$ cat config.mk
export PLATFORM = sky130hd
export DESIGN_NAME = htd_queue
export DESIGN_NICKNAME = d
export VERILOG_FILES = /design/src/rtl/htd_pkg.sv /design/src/rtl/htd_queue.sv
export SDC_FILE = /design/constraint.sdc
export NUM_CORES = 1
export LEC_CHECK = 0
export BUFFER_PORTS_ARGS = -buffer_cell sky130_fd_sc_hd__buf_2
export CAP_MARGIN = 20
export CORE_ASPECT_RATIO = 1.2
export CORE_UTILIZATION = 46
export DETAILED_ROUTE_END_ITERATION = 7
export GPL_TIMING_DRIVEN = 0
export MAX_ROUTING_LAYER = met4
export PLACE_DENSITY = 0.78
export SLEW_MARGIN = 20
export SYNTH_ARGS = -nofsm -noshare
export SYNTH_HDL_FRONTEND = slang
export SYNTH_SLANG_ARGS = --single-unit
$ cat constraint.sdc
create_clock -name clk -period 2.4 [get_ports clk]
set_clock_uncertainty 0.15 [all_clocks]
set_input_delay 0.12 -clock clk [delete_from_list [all_inputs] [get_ports clk]]
set_output_delay 0.12 -clock clk [all_outputs]
set_load 0.005 [all_outputs]
$ cat src/rtl/htd_pkg.sv
// Shared constants, codes and types of the Huffman table decoder.
package htd_pkg;

  // Code table geometry
  localparam int TABLE_DEPTH  = 256;
  localparam int MAX_CODE_LEN = 16;
  localparam int ADDR_W       = $clog2(TABLE_DEPTH);
  localparam int LIM_W        = $clog2(TABLE_DEPTH + 1);

  // Field widths
  localparam int IDX_W  = 8;
  localparam int CODE_W = 16;
  localparam int LEN_W  = 5;
  localparam int SYM_W  = 8;
  localparam int BYTE_W = 8;

  // Bit buffer, left aligned at its top bit
  localparam int BUF_BITS = 24;
  localparam int CNT_W    = $clog2(BUF_BITS + 1);

  // Symbols emitted per data byte at most
  localparam int MAX_RESULTS = 16;
  localparam int RES_CNT_W   = $clog2(MAX_RESULTS + 1);

  // Queue between front and back
  localparam int QUEUE_DEPTH = 2;
  localparam int QPTR_W      = $clog2(QUEUE_DEPTH);

  // Configuration port
  localparam int ENTRY_CNT_W = 9;
  localparam int PAD_W       = 3;
  localparam int CFG_IDX_W   = 1;
  localparam int CFG_DATA_W  = 9;

  localparam logic [CFG_IDX_W-1:0] REG_ENTRY_COUNT = 1'd0;
  localparam logic [CFG_IDX_W-1:0] REG_PAD_BITS    = 1'd1;

  // Input action codes
  localparam logic ACT_LOAD   = 1'b0;
  localparam logic ACT_DECODE = 1'b1;

  // One classified transaction held in the queue
  typedef struct packed {
    logic              is_load;
    logic [ADDR_W-1:0] index;
    logic [CODE_W-1:0] code;
    logic [LEN_W-1:0]  len;
    logic [SYM_W-1:0]  sym;
    logic [BYTE_W-1:0] data;
  } q_entry_t;

endpackage

$ cat src/rtl/htd_queue.sv
// Short queue that decouples the front end from the decode engine.
module htd_queue (
  input  logic              clk,
  input  logic              rst_n,
  input  logic              push_valid,
  output logic              push_ready,
  input  htd_pkg::q_entry_t push_data,
  output logic              pop_valid,
  input  logic              pop_ready,
  output htd_pkg::q_entry_t pop_data
);

  htd_pkg::q_entry_t               slot_r [htd_pkg::QUEUE_DEPTH];
  logic [htd_pkg::QPTR_W-1:0]      wr_ptr_r, wr_ptr_nxt;
  logic [htd_pkg::QPTR_W-1:0]      rd_ptr_r, rd_ptr_nxt;
  logic [htd_pkg::QPTR_W:0]        fill_r, fill_nxt;
  logic                            do_push, do_pop;

  assign push_ready = (fill_r != (htd_pkg::QPTR_W+1)'(htd_pkg::QUEUE_DEPTH));
  assign pop_valid  = (fill_r != '0);
  assign pop_data   = slot_r[rd_ptr_r];
  assign do_push    = push_valid && push_ready;
  assign do_pop     = pop_valid && pop_ready;

  // Pointer advance with wrap
  always_comb begin
    wr_ptr_nxt = wr_ptr_r;
    rd_ptr_nxt = rd_ptr_r;
    fill_nxt   = fill_r;
    if (do_push) begin
      wr_ptr_nxt = (wr_ptr_r == htd_pkg::QPTR_W'(htd_pkg::QUEUE_DEPTH - 1)) ? '0
                 : wr_ptr_r + 1'b1;
    end
    if (do_pop) begin
      rd_ptr_nxt = (rd_ptr_r == htd_pkg::QPTR_W'(htd_pkg::QUEUE_DEPTH - 1)) ? '0
                 : rd_ptr_r + 1'b1;
    end
    if (do_push && !do_pop) begin
      fill_nxt = fill_r + 1'b1;
    end else if (do_pop && !do_push) begin
      fill_nxt = fill_r - 1'b1;
    end
  end

  always_ff @(posedge clk) begin
    if (!rst_n) begin
      wr_ptr_r <= '0;
      rd_ptr_r <= '0;
      fill_r   <= '0;
    end else begin
      wr_ptr_r <= wr_ptr_nxt;
      rd_ptr_r <= rd_ptr_nxt;
      fill_r   <= fill_nxt;
    end
  end

  always_ff @(posedge clk) begin
    if (do_push) begin
      slot_r[wr_ptr_r] <= push_data;
    end
  end

endmodule

* After elaboration in Yosys (flattened, before gate mapping) *
Memories as Yosys holds them, arrays and structs flattened. A register that Yosys moved wholly into a read port is not among the register bits.
Index checks and enable logic that the tools add are counted.

operators by class
  add/sub/neg operators = 4
  equality and inequality tests = 1
  multiplexer cells = 8
  reduce and logical (&&, ||, !) cells = 8

operator list
  cell                 number
  $mux 1               6
  $logic_and 1x1->1    4
  $mux 2               2
  $reduce_bool 2->1    2
  $add 1x1->1 const B  2
  $add 2x1->2 const B  1
  $logic_not 1->1      2
  $ne 2x2->1 const B   1
  $sub 2x1->2 const B  1

storage, ports and cells
  register bits = 4
  RAM bits = 92
  input bits = 50
  output and inout port bits = 48
  logic and storage cells = 25
  memories kept = 1

memories
  memory  words  bits a word  read ports  clocked after memory_dff  wr ports  RTL line         RTL
  slot_r  2      46           1           1                         1         htd_queue.sv:13  htd_pkg::q_entry_t slot_r [htd_pkg::QUEUE_DEPTH];

* Logic depth before layout (Yosys ltp) *
  depth in word-level cells = 6
  depth in mapped cells = 6
  gate-level depth less buffers = 6

* Worst setup path after synthesis *
Ideal clock, no wire load.

  path type = register to register
  start = reg fill_r[0] (netlist name)
  end = mem slot_r[1][0] (netlist name), enable pin
  setup time = 408 ps
  data arrival time = 1708 ps
  data required time = 1842 ps
  setup slack = 134 ps
  stages on the path, launching flop included = 3
  buffers on the path = 0
  clock period less this slack = 2266 ps
  cell sequence = dfxtp_1 > nand2b_4 > and3_1

on the way
  cells in the longest elaborated chain, start to end = 4

ends and longest elaborated chain
  item                          RTL line         RTL
  start, declared               htd_queue.sv:16  logic [htd_pkg::QPTR_W:0] fill_r, fill_nxt;
  start signal, assigned        htd_queue.sv:53  fill_r <= fill_nxt;
  $ne 2x2->1                    htd_queue.sv:19  assign push_ready = (fill_r != (htd_pkg::QPTR_W+1)'(htd_pkg::QUEUE_DEPTH));
  via push_ready                htd_queue.sv:6   output logic push_ready,
  $logic_and 1x1->1             htd_queue.sv:22  assign do_push = push_valid && push_ready;
  $mux 1                        htd_queue.sv:58  if (do_push) begin
  $mux 1 (not written as such)  htd_queue.sv:59  slot_r[wr_ptr_r] <= push_data;
  end, declared                 htd_queue.sv:13

The timed path passes the listed nets, and every way through them passes these cells.

* Worst setup path in the final report *
  start = reg fill_r[0] (netlist name)
  end = mem slot_r[1][1] (netlist name), enable pin

on the way
  cells in the longest elaborated chain, start to end = 4

ends and longest elaborated chain
  item                          RTL line
  $ne 2x2->1                    htd_queue.sv:19
  $logic_and 1x1->1             htd_queue.sv:22
  $mux 1                        htd_queue.sv:58
  $mux 1 (not written as such)  htd_queue.sv:59

Every way passes these cells.

==> flow_summary.ini <==
[final_layout]
num_antenna_cells = 0
final_core_util = 0.6622
share_of_post_route_cells_with_drive_strength_above_1 = 0.5091
finalNetCount = 376
syn2layout_area_growth_pct = 36.95

[global_routing]
grt_pass1_wl_mm = 9.991
first_global_vias = 2225
antenna_found_initial = 0
grt-ovfl-total = 0
pin_count_of_the_biggest_net_entering_global_routing = 31
grt_use_total = 0.1782

[timing]
fmax_mhz = 498.2
final_number_of_hold_violating_endpoints = 0
slew_headroom = 0.4894
grt_setup_unrepaired = no
report.final.setup_viol = 0
timing_max_transition_violations_final = 0
final.period_utilization = 0.8363
fin_worst_hold_slack_ns = 0.08263
worst_pin_slew_ns = 0.7659
final.min_clock_period_ns = 2.007

[routing]
ant_nets = 0
drc = 0
route.detailed.vias_per_inst = 4.757
detailroute.via_count = 1998
route.detailed.wl_per_inst_um = 15.10
drt_iter0_drc = 130
wire_length_reported_by_the_detailed_router_mm = 6.340
drt_pass1_iterations = 4

[place]
finalWeightedCongestion = 0.6743
dp_hpwl_mm = 3.900
buffer_ports.inserted = 97

[run]
drv_cap = 0

[synthesis]
yosysSeqAreaShare = 0.8045
synthesized_instance_count = 167
synth.cell_area_sq_um = 3558
synthesis.area_per_instance_sq_um = 21.31
syn_nets = 218
synth_cell_types = 20
synth.yosys.warnings = 0
number_of_register_bits_inferred_by_synthesis = 97

[floorplanning]
core_region_area_sq_um = 7360
rows = 34
design.die.area_sq_um = 8093
io-pin-count = 98
initial_utilization = 0.4835
floorplan.die.width_um = 82.29
die_height_um = 98.35

[power]
total_power_mw = 4.311
p_leak_nw = 1.841
power.ir.vdd_worst_v = 0.0006473
powerDensity_nw_per_um2 = 884.7

[worst_setup_path]
cp_cell_sequence = nand2b_4, and3_2, buf_16
critical_path_peak_fanout = 30
data_arrival_at_the_endpoint_of_the_critical_path_ns = 1.91
critPathBufInv = 1
cp_data_required_time_ns = 2.31
crit_path_max_incr_delay_ns = 0.70
worst_setup_path_end_kind = flip-flop
cpLargestDelayFamily = simple AND/OR/NAND/NOR gates
critical-path-slowest-cell = sky130_fd_sc_hd__and3_2
critical_path.startpoint_type = flip-flop
worst-r2r-setup-slack_ns = 0.39
critPathKind = flip-flop to flip-flop

[clock_network]
cts-htree-levels = 3
worst_setup_hold_path_clk_slew_ns = 0.09
clk_path_buf_depth = 2
cts.sinks = 97
tritoncts.num_buffers = 9
clk_latency_ns = 0.35
cts_tree = done
clockRootBuffer = sky130_fd_sc_hd__clkbuf_8
cts_setup_buffers = 0

[run_status]
run_status = finished, final reports clean

[worst_hold_path]
timing.hold.worst.class = input port to flip-flop
## per-stage QoR
step                      cell area (sq um)  cells  TNS (ns)  worst slack (ns)
after floorplan                        3558    167         0            0.1336
after global placement                 4156    354    -32.43           -0.4824
after detailed placement               4205    356         0            0.3878
after CTS                              4873    420         0            0.3571
after global routing                   4873    420         0            0.2719
final                                  4873    420         0            0.3928
## state kept, by name (all words and copies together), names as in the netlist, named ones only
name and flops:
rd_ptr_r 1, wr_ptr_r 1, fill_r 2, slot_r 92
## logic make-up (layout without fill, tap and decap cells)
family / after synthesis / in the layout / share of synthesized area
muxes: 46 / 46 / 0.1456
adders and majority gates: 1 / 1 / 0.003516
DFF: 97 / 97 / 0.8045
buffers and inverters: 6 / 169 / 0.01090
and+or+nand+nor: 9 / 9 / 0.01829
AOI/OAI and AO/OA: 5 / 5 / 0.009844
xor gates and xnor gates: 3 / 3 / 0.007385
## cell usage in the layout, fill, tap and decap left out, types with 2 or more instances in the layout
master / netlist / layout
sky130_fd_sc_hd__buf_4: 4 / 4
sky130_fd_sc_hd__xnor2_1: 2 / 2
sky130_fd_sc_hd__clkinvlp_4: 0 / 3
sky130_fd_sc_hd__dlygate4sd3_1: 0 / 48
sky130_fd_sc_hd__buf_2: 1 / 98
sky130_fd_sc_hd__clkbuf_1: 0 / 2
sky130_fd_sc_hd__edfxtp_1: 92 / 92
sky130_fd_sc_hd__mux2_2: 46 / 46
sky130_fd_sc_hd__and2_1: 4 / 4
sky130_fd_sc_hd__clkbuf_8: 0 / 9
sky130_fd_sc_hd__dfxtp_1: 5 / 5
## what timing repair did
action | CTS | global route
hold endpoints to repair | 97 | 0
setup endpoints to repair | 0 | 0
hold buffers | 48 | 0
resized for setup | 0 | 0
## final timing paths
check            endpoint  startpoint  cells after the start
min             flip-flop   pop_ready                      4
min reg2reg     fill_r[1]   fill_r[1]                      2
max          slot_r[1][1]   fill_r[0]                      3
max reg2reg  slot_r[1][1]   fill_r[0]                      3
## metal layers
| metal | global-route usage | vias to the layer above | wire length (um) |
|---|---|---|---|
| met1 | 0.1840 | 965 | 2461 |
| met3 | 0.03738 | 11 | 254 |
| li1 | - | 966 | - |
| met5 | - | - | 0 |
| met2 | 0.3102 | 56 | 3498 |
| met4 | 0.08907 | 0 | 125 |
## final cells by class
type,count,area (sq um)
plain buffers,5,35.03
clock buffers,11,131.4
clock inverters,5,56.30
fillers,558,2486
inverters,1,3.754
multi-input cells,64,658.1
flip-flops and latches,97,2863
well taps,90,112.6
repair buffers,147,1013
## tightest hold or removal path, delay by kind of cell
kind            cells  cell delay (ns)
simple gates        1             0.12
buf+inv             1             0.08
compound gates      1             0.08
xor+xnor            1             0.16
## cell usage after synthesis, drive strengths merged
master	instances	share of area
buf	5	0.0098
edfxtp	92	0.78
inv	1	0.0011
mux2	46	0.15
dfxtp	5	0.028
o21ai	2	0.0028
or3	1	0.0018
ha	1	0.0035
and3	1	0.0018
xor2	1	0.0025
and2	4	0.0070
a21boi	2	0.0042
nand3b	1	0.0021
nand2b	1	0.0039
a21bo	1	0.0028
or2	1	0.0018
xnor2	2	0.0049
## where the power goes
group	switching, mW	internal (mW)	leakage, nW	total (mW)
sequential	0.0680	2.11	0.900	2.18
clock	0.522	0.479	0.0832	1.00
combinational	0.499	0.630	0.858	1.13
Note: power is estimated with default switching activity, not from simulation.
