### src/rtl/htd_pkg.sv
// Shared constants, codes and types of the Huffman table decoder.
package htd_pkg;

  // Code table geometry
  localparam int TABLE_DEPTH  = 256;
  localparam int MAX_CODE_LEN = 16;
  localparam int ADDR_W       = $clog2(TABLE_DEPTH);
  localparam int LIM_W        = $clog2(TABLE_DEPTH + 1);

  // Field widths
  localparam int IDX_W  = 8;
  localparam int CODE_W = 16;
  localparam int LEN_W  = 5;
  localparam int SYM_W  = 8;
  localparam int BYTE_W = 8;

  // Bit buffer, left aligned at its top bit
  localparam int BUF_BITS = 24;
  localparam int CNT_W    = $clog2(BUF_BITS + 1);

  // Symbols emitted per data byte at most
  localparam int MAX_RESULTS = 16;
  localparam int RES_CNT_W   = $clog2(MAX_RESULTS + 1);

  // Queue between front and back
  localparam int QUEUE_DEPTH = 2;
  localparam int QPTR_W      = $clog2(QUEUE_DEPTH);

  // Configuration port
  localparam int ENTRY_CNT_W = 9;
  localparam int PAD_W       = 3;
  localparam int CFG_IDX_W   = 1;
  localparam int CFG_DATA_W  = 9;

  localparam logic [CFG_IDX_W-1:0] REG_ENTRY_COUNT = 1'd0;
  localparam logic [CFG_IDX_W-1:0] REG_PAD_BITS    = 1'd1;

  // Input action codes
  localparam logic ACT_LOAD   = 1'b0;
  localparam logic ACT_DECODE = 1'b1;

  // One classified transaction held in the queue
  typedef struct packed {
    logic              is_load;
    logic [ADDR_W-1:0] index;
    logic [CODE_W-1:0] code;
    logic [LEN_W-1:0]  len;
    logic [SYM_W-1:0]  sym;
    logic [BYTE_W-1:0] data;
  } q_entry_t;

endpackage

### src/rtl/htd_if.sv
// Valid/ready channel interfaces for input items and decoded symbols.
interface htd_in_if;
  logic                         valid;
  logic                         ready;
  logic                         action;
  logic [htd_pkg::IDX_W-1:0]    entry_index;
  logic [htd_pkg::CODE_W-1:0]   code_bits;
  logic [htd_pkg::LEN_W-1:0]    code_length;
  logic [htd_pkg::SYM_W-1:0]    entry_symbol;
  logic [htd_pkg::BYTE_W-1:0]   data_byte;

  modport source (
    output valid, action, entry_index, code_bits, code_length, entry_symbol, data_byte,
    input  ready
  );
  modport sink (
    input  valid, action, entry_index, code_bits, code_length, entry_symbol, data_byte,
    output ready
  );
endinterface


### src/rtl/htd_front.sv
// Front end: takes input transactions, classifies them and hands them to the queue.
module htd_front (
  input  logic              clk,
  input  logic              rst_n,
  htd_in_if.sink            in_chan,
  output logic              push_valid,
  input  logic              push_ready,
  output htd_pkg::q_entry_t push_data
);

  logic              stage_valid_r, stage_valid_nxt;
  htd_pkg::q_entry_t stage_r, stage_nxt;
  logic              accept;
  logic              keep;

  // Stage frees up whenever the queue takes its content
  assign in_chan.ready = !stage_valid_r || push_ready;
  assign accept        = in_chan.valid && in_chan.ready;

  // Loads aimed past the table are dropped here
  assign keep = (in_chan.action == htd_pkg::ACT_DECODE) ||
                (32'(in_chan.entry_index) < htd_pkg::TABLE_DEPTH);

  always_comb begin
    stage_nxt.is_load = (in_chan.action == htd_pkg::ACT_LOAD);
    stage_nxt.index   = htd_pkg::ADDR_W'(in_chan.entry_index);
    stage_nxt.code    = in_chan.code_bits;
    stage_nxt.len     = in_chan.code_length;
    stage_nxt.sym     = in_chan.entry_symbol;
    stage_nxt.data    = in_chan.data_byte;
  end

  assign stage_valid_nxt = accept ? keep : (stage_valid_r && !push_ready);

  always_ff @(posedge clk) begin
    if (!rst_n) begin
      stage_valid_r <= 1'b0;
    end else begin
      stage_valid_r <= stage_valid_nxt;
    end
  end

  always_ff @(posedge clk) begin
    if (accept) begin
      stage_r <= stage_nxt;
    end
  end

  assign push_valid = stage_valid_r;
  assign push_data  = stage_r;

endmodule

### src/flat_wrapper.sv
// flat-port wrapper written by rule: the top's interface ports become plain ports
module htd_front_flat 
  (clk, rst_n, push_valid, push_ready, push_data, in_chan_valid, in_chan_action, in_chan_entry_index, in_chan_code_bits, in_chan_code_length, in_chan_entry_symbol, in_chan_data_byte, in_chan_ready);
  htd_in_if in_chan_i ();
  input  logic clk;
  input  logic rst_n;
  output logic push_valid;
  input  logic push_ready;
  output htd_pkg::q_entry_t push_data;
  input wire logic [$bits(in_chan_i.valid)-1:0] in_chan_valid;
  input wire logic [$bits(in_chan_i.action)-1:0] in_chan_action;
  input wire logic [$bits(in_chan_i.entry_index)-1:0] in_chan_entry_index;
  input wire logic [$bits(in_chan_i.code_bits)-1:0] in_chan_code_bits;
  input wire logic [$bits(in_chan_i.code_length)-1:0] in_chan_code_length;
  input wire logic [$bits(in_chan_i.entry_symbol)-1:0] in_chan_entry_symbol;
  input wire logic [$bits(in_chan_i.data_byte)-1:0] in_chan_data_byte;
  output wire logic [$bits(in_chan_i.ready)-1:0] in_chan_ready;
  assign in_chan_i.valid = in_chan_valid;
  assign in_chan_i.action = in_chan_action;
  assign in_chan_i.entry_index = in_chan_entry_index;
  assign in_chan_i.code_bits = in_chan_code_bits;
  assign in_chan_i.code_length = in_chan_code_length;
  assign in_chan_i.entry_symbol = in_chan_entry_symbol;
  assign in_chan_i.data_byte = in_chan_data_byte;
  assign in_chan_ready = in_chan_i.ready;
  htd_front u_core (.clk(clk), .rst_n(rst_n), .in_chan(in_chan_i), .push_valid(push_valid), .push_ready(push_ready), .push_data(push_data));
endmodule
### config.mk
export PLATFORM = sky130hd
export DESIGN_NAME = htd_front_flat
export DESIGN_NICKNAME = d
export VERILOG_FILES = /design/src/rtl/htd_pkg.sv /design/src/rtl/htd_if.sv /design/src/rtl/htd_front.sv /design/src/flat_wrapper.sv
export SDC_FILE = /design/constraint.sdc
export NUM_CORES = 1
export LEC_CHECK = 0
export BUFFER_PORTS_ARGS = -buffer_cell sky130_fd_sc_hd__buf_2
export CAP_MARGIN = 30
export CORE_MARGIN = 4
export CORE_UTILIZATION = 40
export CTS_CLUSTER_SIZE = 10
export DETAILED_ROUTE_END_ITERATION = 16
export PLACE_DENSITY = 0.78
export SLEW_MARGIN = 20
export SYNTH_ARGS = -nofsm -noshare
export SYNTH_HDL_FRONTEND = slang
export SYNTH_SLANG_ARGS = --single-unit
### constraint.sdc
create_clock -name clk -period 1.5 [get_ports clk]
set_input_delay 0.3 -clock clk [delete_from_list [all_inputs] [get_ports clk]]
set_output_delay 0.3 -clock clk [all_outputs]
set_load 0.02 [all_outputs]
== Yosys cells after proc, flatten, opt, wreduce, memory -nomap -nowiden ==
Cells that the tools add are included.

* Flip-flop bits (word level): 47
* Output and inout bits: 48

* Multiplexer cells: 1
* Bitwise operators: 1
* Reductions and logical operators: 5

{| class="wikitable"
|+ Operator list
! kind !! number
|-
| logical AND 1 bit || 2
|-
| logical NOT 1 bit || 2
|-
| logical OR 1 bit || 1
|-
| two-way mux 1 bit || 1
|-
| inverter 1 bit || 1
|}

== Logic depth before layout (Yosys ltp) ==
* Depth in word-level cells: 4
* Depth in mapped cells: 2
* Depth with buffers taken out: 2

== Worst setup path after synthesis ==
OpenSTA, ideal clock, no wires.

* Path type: register -> register
* Start: register u_core.stage_valid_r, in the netlist u_core.push_valid
* End: register u_core.stage_r (netlist bit u_core.push_data[0]), enable pin
* Setup time: 0.363 ns
* Data arrival time: 0.967 ns
* Path slack: 0.170 ns
* Stages on the path, launching flop included: 3
* Buffers on the path: 0
* Period minus slack after synthesis: 1.330 ns
* Cells stage by stage: dfxtp_1 -> nand2b_4 -> and2_4

* Word-level cells in the longest chain between the ends: 3

{| class="wikitable"
|+ RTL lines
! item !! RTL line !! source
|-
| start: declaration || htd_front.sv:11 || <nowiki>logic stage_valid_r, stage_valid_nxt;</nowiki>
|-
| start signal: assignment || htd_front.sv:39 || <nowiki>stage_valid_r <= stage_valid_nxt;</nowiki>
|-
| logical NOT 1 bit || htd_front.sv:17 || <nowiki>assign in_chan.ready = !stage_valid_r || push_ready;</nowiki>
|-
| logical OR 1 bit || htd_front.sv:17 ||
|-
| net in_chan_ready || flat_wrapper.sv:17 || <nowiki>output wire logic [$bits(in_chan_i.ready)-1:0] in_chan_ready;</nowiki>
|-
| logical AND 1 bit || htd_front.sv:18 || <nowiki>assign accept = in_chan.valid && in_chan.ready;</nowiki>
|-
| net u_core.accept || htd_front.sv:13 || <nowiki>logic accept;</nowiki>
|-
| end signal: assignment || htd_front.sv:45 || <nowiki>stage_r <= stage_nxt;</nowiki>
|-
| end: declaration || htd_front.sv:12 || <nowiki>htd_pkg::q_entry_t stage_r, stage_nxt;</nowiki>
|}

The timed path passes the listed nets, and every way through them passes these cells.
A chain may end at the register's enable or synchronous reset.

== Worst setup path in the final report ==
* Start: register u_core.stage_valid_r, in the netlist u_core.push_valid
* End: output in_chan_ready

* Word-level cells in the longest chain between the ends: 2

{| class="wikitable"
|+ RTL lines
! item !! RTL line
|-
| logical NOT 1 bit || htd_front.sv:17
|-
| logical OR 1 bit || htd_front.sv:17
|-
| end: declaration || flat_wrapper.sv:17
|}

Every way passes these cells.

==> impl_metrics.yaml <==
run_status:
  status: "finished, final reports clean"
global_route:
  antenna_found_initial: 0
  use_met2_pct: 18.77
  grt_max_degree: 47
  grt_use_met1_pct: 11.03
  top_usage_layer: "met2"
  met3_usage_pct: 11.33
  grt_pass1_vias: 905
  grt.total_usage_pct: 12.44
  grt-ovfl-total: 0
  grt_pass1_wl_mm: 3.870
critical_path:
  crit_type: "flip-flop to output port"
  startpoint_type: "flip-flop"
  cp-end-kind: "output port"
  crit_path_max_incr_delay_ns: 0.41
  cp_top_family: "flip-flops"
  regToRegSetupSlack_ns: 0.35
  crit_end: "in_chan_ready"
  cp_cell_sequence: "nand2b_4 > buf_2"
  path_max_fanout: 3
  r2r_end: "u_core.push_data[14]"
  required_ns: 1.20
  crit_slowest_cell: "dfxtp_1"
  worst-path-stages: 2
  r2r_start: "u_core.push_valid"
  reg2regPathDepth: 3
  cp.arrival_ns: 0.98
  startpoint: "u_core.push_valid"
  crit_buf_inv: 1
synthesis:
  synth_area_sq_um: 1443
  synth-seq-cells: 47
  synth_cell_types: 6
  netlist_instances: 52
  yosys_warnings: 0
  yosysSeqAreaShare_pct: 97.14
  syn_avg_cell_area_sq_um: 27.74
  syn-num-nets: 102
timing:
  drv_slew: 0
  setup_viol: 0
  fin_skew_ns: 0.008113
  fmax_ghz: 0.7813
  fin_setup_tns_ns: 0
  rsz0062_at_grt: "no"
  maxSlewHeadroom_pct: 84.47
  worst_pin_slew_ns: 0.2329
  hold_violations: 0
  fin_crit_ns: 1.280
  finalCritPeriodShare_pct: 85.33
power_and_ir_drop:
  power.share.combinational_pct: 11.3
  leakage_nw: 0.9042
  sw_frac_of_total_pct: 23.17
  power.density_nw_per_um2: 1172
  power.switching_uw: 562.8
  vdd_drop_max_uv: 755.5
  p_int_mw: 1.867
  clkPwrFrac_pct: 25.0
  seqPwrFrac_pct: 63.7
floorplanning:
  num_rows: 21
  dieArea_sq_um: 4631
  io_pins: 98
  coreArea_sq_um: 3416
  die_w_um: 68.06
  die_h_um: 68.06
  start_util_pct: 42.23
clock_tree:
  cts_root_buf: "clkbuf_4"
  postCtsSetupBuffers: 0
  path_clk_slew_ns: 0.13
  worstSkewPairLatency_ns: 0.34
  cts_resized: 0
  clock_sinks: 47
  htreeDepth: 2
  cts_tree: "done"
  ctsHoldBuffers: 0
  numCtsBuffers: 5
  cts_buffer_depth: 2
finish:
  finalInstanceArea_sq_um: 2073
  nNetsFinal: 207
  final_layout_size_suffix_gt1_share_pct: 68.99
  antenna-diode-count: 0
  area_growth_pct: 43.71
drt:
  dr.pass1.iters: 2
  routed_wl_mm: 2.752
  routed_via_density: 4.289
  ant_nets: 0
  vias: 875
  wl_per_cell_um: 13.49
  drc: 0
  drt_iter0_markers: 41
placed_design:
  dpl_cell_area_sq_um: 2006
  dp_hpwl_mm: 2.149
  port_buffers: 97
  gp_congestion: 0.6849
worst_hold_path:
  hp-class: "primary input to flip-flop"
job:
  drv_cap: 0
worst min-delay path by stage:
stage | startpoint | end | slack, ns | cells after the start
after detailed placement | in_chan_code_bits[13] | u_core.push_data[34] | 0.48 | 1
after global routing | in_chan_data_byte[1] | u_core.push_data[1] | 0.07 | 1
after floorplan | in_chan_data_byte[0] | u_core.push_data[0] | 0.40 | 0
after global placement | in_chan_code_bits[2] | u_core.push_data[23] | 0.48 | 1
final | in_chan_code_bits[15] | u_core.push_data[36] | 0.11 | 1
after CTS | in_chan_code_bits[14] | u_core.push_data[35] | 0.09 | 1
flip-flops by register name, indices dropped and copies added, names as in the netlist:
register	flops
u_core.push_data	46
u_core.push_valid	1
synthesized netlist by cell type (all sizes together):
master  count  area, sq um
a21boi      1        11.26
and2        1        8.760
dfxtp       1        20.02
edfxtp     46         1381
inv         2        7.510
nand2b      1        13.76
layout make-up:
type,count,area (sq um)
Clock buffer,6,51.30
Tap cell,46,57.56
Sequential cell,47,1401
Timing Repair Buffer,98,505.5
Inverter,2,7.507
Multi-Input combinational cell,3,33.78
Clock inverter,2,16.27
Fill cell,268,1343
metal layers:
metal | up-vias | share of wire [%]
li1 | 415 | -
met1 | 390 | 29
met2 | 65 | 49
met3 | 5 | 20
met4 | 0 | 2.1
met5 | - | 0
placed cells by master, fill, tap and decap left out:
master	Yosys	layout
clkbuf_8	0	1
inv_1	2	2
a21boi_2	1	1
edfxtp_1	46	46
dfxtp_1	1	1
clkinvlp_4	0	1
clkinv_4	0	1
clkbuf_4	0	5
and2_4	1	1
nand2b_4	1	1
buf_12	0	1
buf_2	0	97
kinds of logic (layout without fill, tap and decap cells):
family          count (synthesis)  count (layout)  synth area share (%)
simple gates                    2               2                 1.561
compound gates                  1               1                0.7805
flops                          47              47                 97.14
buf+inv                         2             108                0.5206
power by group through the flow:
| stage | logic, mW | clock network [mW] | registers [mW] |
|---|---|---|---|
| 2_1_floorplan | 0.0322 | 0 | 1.68 |
| 3_3_place_gp | 0.274 | 0 | 1.58 |
| 3_5_place_dp | 0.280 | 0 | 1.58 |
| 4_1_cts | 0.280 | 0.636 | 1.55 |
| 5_1_grt | 0.297 | 0.706 | 1.56 |
| 6_report | 0.275 | 0.607 | 1.55 |
stage by stage:
stage	total power [mW]	instances	hold slack (ns)	setup slack, ns	util (%)
after floorplan	1.712	52	0.3989	0.1698	-
after global placement	1.850	196	0.4766	0.3050	58.72
after detailed placement	1.859	196	0.4781	0.2732	58.72
after CTS	2.466	204	0.09221	0.1954	60.70
after global routing	2.558	204	0.06659	0.1304	60.70
final	2.429	204	0.1144	0.2200	60.70
No activity file was read; power rests on OpenSTA's default activity.
